**src/hw/rtl/bcs_pkg.sv**
```systemverilog
package bcs_pkg;

    localparam int BOID_CNT   = 1024;
    localparam int IDX_W      = 10;
    localparam int GAIN_BITS  = 16;
    localparam int SCALE_BITS = 24;

    localparam logic REQ_LOAD    = 1'b0;
    localparam logic REQ_COMPUTE = 1'b1;

    localparam logic [2:0] CFG_RADIUS = 3'd0;
    localparam logic [2:0] CFG_GAIN   = 3'd1;
    localparam logic [2:0] CFG_SPEED  = 3'd2;
    localparam logic [2:0] CFG_EXTENT = 3'd3;
    localparam logic [2:0] CFG_IN_USE = 3'd4;

    typedef struct packed {
        logic signed [31:0] x;
        logic signed [31:0] y;
        logic signed [31:0] vx;
        logic signed [31:0] vy;
    } boid_t;

    // request to the shared divide / square root unit
    typedef struct packed {
        logic        go;
        logic        sqrt_mode;
        logic [63:0] num;
        logic [31:0] den;
    } iu_req_t;

endpackage

```
**src/hw/rtl/bcs_iter.sv**
```systemverilog
module bcs_iter
    import bcs_pkg::*;
(
    input  logic        clk,
    input  logic        rst_n,
    input  iu_req_t     req,
    output logic        done,
    output logic [63:0] quot
);

    localparam logic [6:0] DIV_STEPS  = 7'd64;
    localparam logic [6:0] SQRT_STEPS = 7'd32;

    logic        run_reg;
    logic [6:0]  cnt_reg;
    logic        done_reg;
    logic        mode_reg;
    logic [63:0] op_reg;
    logic [63:0] q_reg;
    logic [31:0] den_reg;
    logic [65:0] rem_reg;

    logic [65:0] shifted;
    logic [65:0] trial;
    logic [65:0] diff;
    logic        ge;

    // one restoring step: shift in one dividend bit or two radicand bits
    always_comb
    begin
        shifted = mode_reg ? {rem_reg[63:0], op_reg[63:62]} : {rem_reg[64:0], op_reg[63]};
        trial   = mode_reg ? {q_reg, 2'b01} : {34'd0, den_reg};
        ge      = (shifted >= trial);
        diff    = shifted - trial;
    end

    always_ff @(posedge clk or negedge rst_n)
    begin
        if (!rst_n)
        begin
            run_reg  <= 1'b0;
            cnt_reg  <= '0;
            done_reg <= 1'b0;
        end
        else
        begin
            done_reg <= 1'b0;
            if (req.go)
            begin
                run_reg <= 1'b1;
                cnt_reg <= req.sqrt_mode ? SQRT_STEPS : DIV_STEPS;
            end
            else if (run_reg)
            begin
                cnt_reg <= cnt_reg - 7'd1;
                if (cnt_reg == 7'd1)
                begin
                    run_reg  <= 1'b0;
                    done_reg <= 1'b1;
                end
            end
        end
    end

    always_ff @(posedge clk)
    begin
        if (req.go)
        begin
            op_reg   <= req.num;
            den_reg  <= req.den;
            mode_reg <= req.sqrt_mode;
            rem_reg  <= '0;
            q_reg    <= '0;
        end
        else if (run_reg)
        begin
            op_reg  <= mode_reg ? {op_reg[61:0], 2'b00} : {op_reg[62:0], 1'b0};
            rem_reg <= ge ? diff : shifted;
            q_reg   <= {q_reg[62:0], ge};
        end
    end

    assign done = done_reg;
    assign quot = q_reg;

endmodule
```
**config.mk**
```make
export PLATFORM = sky130hd
export DESIGN_NAME = bcs_iter
export DESIGN_NICKNAME = d
export VERILOG_FILES = /design/src/hw/rtl/bcs_pkg.sv /design/src/hw/rtl/bcs_iter.sv
export SDC_FILE = /design/constraint.sdc
export NUM_CORES = 1
export LEC_CHECK = 0
export ABC_AREA = 0
export BUFFER_PORTS_ARGS = -buffer_cell sky130_fd_sc_hd__buf_4
export CORE_MARGIN = 3
export CORE_UTILIZATION = 64
export DETAILED_ROUTE_END_ITERATION = 8
export PLACE_DENSITY = 0.95
export SLEW_MARGIN = 20
export SYNTH_ARGS = -nofsm -noshare
export SYNTH_HDL_FRONTEND = slang
export SYNTH_SLANG_ARGS = --single-unit
export TNS_END_PERCENT = 30
```
**constraint.sdc**
```tcl
create_clock -name clk -period 7.3 [get_ports clk]
set_clock_uncertainty 0.1 [all_clocks]
set_input_delay 0.365 -clock clk [delete_from_list [all_inputs] [get_ports clk]]
set_output_delay 0.365 -clock clk [all_outputs]
set_load 0.03 [all_outputs]
```
Word level (Yosys, flattened, before mapping)
Cells that the tools add are included.
{ "totals": {"ff_bits": 235, "output_inout_bits": 65} }
{ "op_classes": {"addsub": 2, "order_cmp": 1, "eq_ne": 1, "n_mux": 15, "n_reduce_logical": 1} }
{ "ops": {"columns": ["op", "n"], "rows": [
  ["$mux W64", 3],
  ["$mux W66", 2],
  ["$ge A66 B66 Y1", 1],
  ["$mux W65", 1],
  ["$sub A65 B65 Y65", 1],
  ["$mux W7", 3],
  ["$eq A7 B1 Y1 const B", 1],
  ["$sub A7 B1 Y7 const B", 1],
  ["$mux W1", 6],
  ["$reduce_bool A2 Y1", 1]
]} }

Logic depth before layout (Yosys ltp)
{ "logic_depth": {"word_depth": 4, "mapped_depth": 20} }

Worst setup path before layout
Ideal clock, no wire load.
{ "synth_timing": {"path_type": "register to register", "start": "register mode_reg", "end": "register rem_reg[40]", "setup_time_ps": 128, "t_arrival_ps": 4370, "required_time_ps": 7072, "path_slack_ps": 2702, "stages_incl_launch_ff": 19, "path_cell_list": "edfxtp_1 > clkbuf_1 > clkbuf_1 > clkbuf_1 > buf_1 > clkbuf_1 > nand2_1 > ha_1 > clkbuf_1 > and3_1 > nand3_1 > nor2_1 > or4b_2 > o211ai_1 > a31oi_1 > buf_2 > clkbuf_1 > a32oi_1 > o21ai_1"} }
{ "synth_via": {"elab_chain_cells": 3, "word_cells_on_any_way": 5, "cone_classes": "add/sub: 1; order compare: 1; mux: 3"} }
{ "synth_rtl": {"columns": ["item", "line_no", "text"], "rows": [
  ["from (decl)", "bcs_iter.sv:17", "logic mode_reg;"],
  ["from (signal assigned)", "bcs_iter.sv:71", "mode_reg <= req.sqrt_mode;"],
  ["$mux W66 (on tied branches)", "bcs_iter.sv:31, bcs_iter.sv:32", null],
  ["$sub A65 B65 Y65 or $ge A66 B66 Y1 (tied branches)", "bcs_iter.sv:34, bcs_iter.sv:33", null],
  ["$mux W65 (*)", "bcs_iter.sv:78", "rem_reg <= ge ? diff : shifted;"],
  ["to (signal assigned)", "bcs_iter.sv:78", null],
  ["to (decl)", "bcs_iter.sv:21", "logic [65:0] rem_reg;"]
]} }
Mark *: on every way between the ends. The rest lies on a longest branch, timed or not.
A chain may end at the register's enable or synchronous reset.

Worst setup path in the final report
{ "layout_timing": {"start": "register mode_reg", "end": "register rem_reg[6]"} }
Same word-level chain as after synthesis.

==> results.sh <==
export IMPL_min_from="req[81]"
export IMPL_synth_seq_cells=235
export IMPL_place_ws_ps=1860
export IMPL_seq_area_frac_synth_pct=38.7
export IMPL_coreArea_um2=22200
export IMPL_syn_to_final_growth_pct=16.4
export IMPL_gr_total_overflow=0
export IMPL_largest_reg_flops=65
export IMPL_syn_area_um2=14800
export IMPL_combPwrFrac_pct=55.6
export IMPL_finalHoldViolations=0
export IMPL_nFillCells=1369
export IMPL_clockBufferDepth=3
export IMPL_synth_cells=1622
export IMPL_leakage_nw=7.79
export IMPL_rows=54
export IMPL_endpoint_kind="register"
export IMPL_pwr_share_seq_pct=25.7
export IMPL_start_kind="register"
export IMPL_vias_per_cell=6.36
export IMPL_tightest_slew_ps=1040
export IMPL_finalPower_w=0.00697
export IMPL_cts_root_buf="clkbuf_16"
export IMPL_layout_commonest_cell="nand2_1"
export IMPL_cap_viol_max_count=0
export IMPL_async_flop_share_pct=3.83
export IMPL_grt_setup_unrepaired="false"
export IMPL_slew_headroom_pct=30.7
export IMPL_grt_max_degree=123
export IMPL_numCtsBuffers=25
export IMPL_initial_core_util_pct=66.5
export IMPL_port_buffers=164
export IMPL_nets=1918
export IMPL_slowest_stage="edfxtp_1"
export IMPL_whs_path_depth=3
export IMPL_syn_avg_cell_area_um2=9.11
export IMPL_cts_htree_levels=1
export IMPL_cts_sinks=235
export IMPL_multi_input_area_um2=8540
export IMPL_hp_class="primary input to register"
export IMPL_r2r_end="rem_reg[6]"
export IMPL_n_antenna_cell=0
export IMPL_io_pins=165
export IMPL_wl_mm=38.8
export IMPL_switching_share_pct=43.0
export IMPL_synth_area_leader_cell="edfxtp_1"
export IMPL_peakVddDrop_uv=345
export IMPL_internal_power_w=0.00397
export IMPL_first_iter_violations=1498
export IMPL_drt_pass1_iterations=6
export IMPL_clk_latency_ps=530
export IMPL_syn_nets=1791
export IMPL_synth_edf_count=97
export IMPL_regArea_um2=5720
export IMPL_synth_flop_cell="dfxtp_1"
export IMPL_fp_dieW_um=158
export IMPL_synthDistinctLibCells=74
export IMPL_grt_usage_pct=29.7
export IMPL_report_final_setup_viol=0
export IMPL_die_h_um=158
export IMPL_dp_final_hpwl_mm=25.2
export IMPL_drv_slew=0
export IMPL_wl_per_cell_um=19.0
export IMPL_cts_resized_gates=0
export IMPL_r2r_slack_ps=1670
export IMPL_yosysTopAreaCellShare_pct=19.7
export IMPL_vias=13000
export IMPL_final_cell_mix="nand2_1, nor2_1, buf_4, mux2i_1, dfxtp_1"
export IMPL_crit_required_ps=7570
export IMPL_grt_pass1_vias=12700
export IMPL_crit_chain="buf_4, mux2_2, ha_1, nand4_1, or2_1, nor2_1, or4b_2, o211ai_1, a31o_1, buf_4, mux2i_1, a211oi_1"
export IMPL_ant_nets=0
export IMPL_critPathMaxStageDelay_ps=840
export IMPL_power_switching_w=0.00300
export IMPL_timing_setup_tns_ps=0
export IMPL_grt_pass1_wl_mm=61.5
export IMPL_p_clk_share_pct=18.7
export IMPL_period_share_pct=77.1
export IMPL_whs_ps=17.3
export IMPL_postCtsSetupRepairBufs=0
export IMPL_drc=0
export IMPL_fmax_ghz=0.178
export IMPL_r2r_cells=12
export IMPL_holdPathEnd="op_reg[49]"
export IMPL_outcome="complete, no violations"
export IMPL_r2r_start="mode_reg"
export IMPL_critPathMaxFanout=55
export IMPL_critPathMostFrequentCell="buf_4"
export IMPL_dieArea_um2=24900
export IMPL_cts_tree="done"
export IMPL_yosys_warnings=0
export IMPL_clk_pin_slew_ps=70
export IMPL_crit_type="register to register"
export IMPL_antenna_found_initial=0
export IMPL_drive_above_1_share_pct=16.9
export IMPL_crit_arrival_ps=5900
export IMPL_gp_congestion=0.988
export IMPL_timing_final_crit_period_ps=5630
export IMPL_yosys_top_cells_area="edfxtp_1, dfxtp_1, mux2i_1"
export IMPL_powerDensity_nw_per_um2=405
export IMPL_worst_slack_ps=1670
==> final cells by class <==
type                            count  area share (%)
Clock buffer                       30            3.86
Clock inverter                     16           0.975
Inverter                           19           0.415
Multi-Input combinational cell   1257            49.7
Sequential cell                   235            33.3
Tap cell                          280            2.04
Timing Repair Buffer              211            9.74
==> power groups by stage <==
stage               clock, W  sequential [W]  combinational [W]
finish               0.00130         0.00179            0.00388
CTS                  0.00131         0.00178            0.00377
global placement           0         0.00179            0.00361
floorplan                  0         0.00175            0.00300
detailed placement         0         0.00181            0.00371
global route         0.00137         0.00181            0.00424
==> critical path: cells and delay by family, from the launching register on <==
family | cells | cell delay (ps)
AND/OR/NAND/NOR | 4 | 1210
buffers and inverters | 2 | 1070
adder cells (fa/ha/maj) | 1 | 460
multiplexers | 2 | 730
AO/OA/AOI/OAI | 3 | 1010
flip-flops | 1 | 840
==> logic make-up (layout without fill, tap and decap cells) <==
group	Yosys count	count (layout)	synth area share, %
AO/OA/AOI/OAI	403	403	17.2
XOR/XNOR	62	62	3.68
adder cells (fa/ha/maj)	69	69	5.89
buffers and inverters	130	276	3.58
flip-flops	235	235	38.7
multiplexers	235	235	16.5
AND/OR/NAND/NOR	488	488	14.4
==> how the worst max path moves through the flow <==
stage / from / cells after the start / to / slack [ps]
floorplan: mode_reg / 18 / rem_reg[40] / 2700
global placement: mode_reg / 12 / rem_reg[22] / 2050
detailed placement: mode_reg / 13 / rem_reg[25] / 1860
CTS: mode_reg / 12 / rem_reg[9] / 1840
global route: mode_reg / 12 / rem_reg[6] / 1370
finish: mode_reg / 12 / rem_reg[6] / 1670
==> Yosys cell counts (3+ instances only) <==
library cell,count
dfxtp_1,129
a311oi_1,9
dfrtp_1,9
a32oi_1,11
nand2b_1,5
inv_1,19
buf_4,3
nor4_1,3
mux2_2,64
a31oi_1,11
a211oi_1,38
or4_1,4
nor2b_1,10
nand4_1,29
xnor2_1,33
o21bai_1,12
mux2i_1,171
or3_1,5
buf_1,19
buf_2,15
o21a_1,13
a211o_1,3
nor3_1,17
and2_1,11
o211ai_1,14
nor3_2,3
ha_1,68
xor2_1,29
clkbuf_1,73
nand2_1,190
nand3_1,14
a21oi_1,103
nor2_1,177
o21ai_1,16
a22o_1,8
a21o_1,28
o21ba_2,3
o21ai_0,104
and3_1,8
o31ai_1,4
edfxtp_1,97
==> stage by stage <==
step	cell area, µm²	instances	utilization, %
2_1_floorplan	14800	1622	-
3_3_place_gp	16000	1968	72.1
3_5_place_dp	16000	1968	72.1
4_1_cts	17200	2048	77.4
5_1_grt	17200	2048	77.4
6_report	17200	2048	77.4
==> routing by layer <==
metal	track usage, %	vias up	share of wire [%]
met5	0	-	0
met4	10.0	0	2.9
met3	4.76	96	7.9
met2	49.5	613	47
met1	39.7	6133	42
li1	-	6174	-
==> timing repair <==
item                                    CTS  global route
hold endpoints to repair                 43             0
hold buffers                             34             0
endpoints found under the setup margin    0             0
Power figures use the tool's default switching activity.
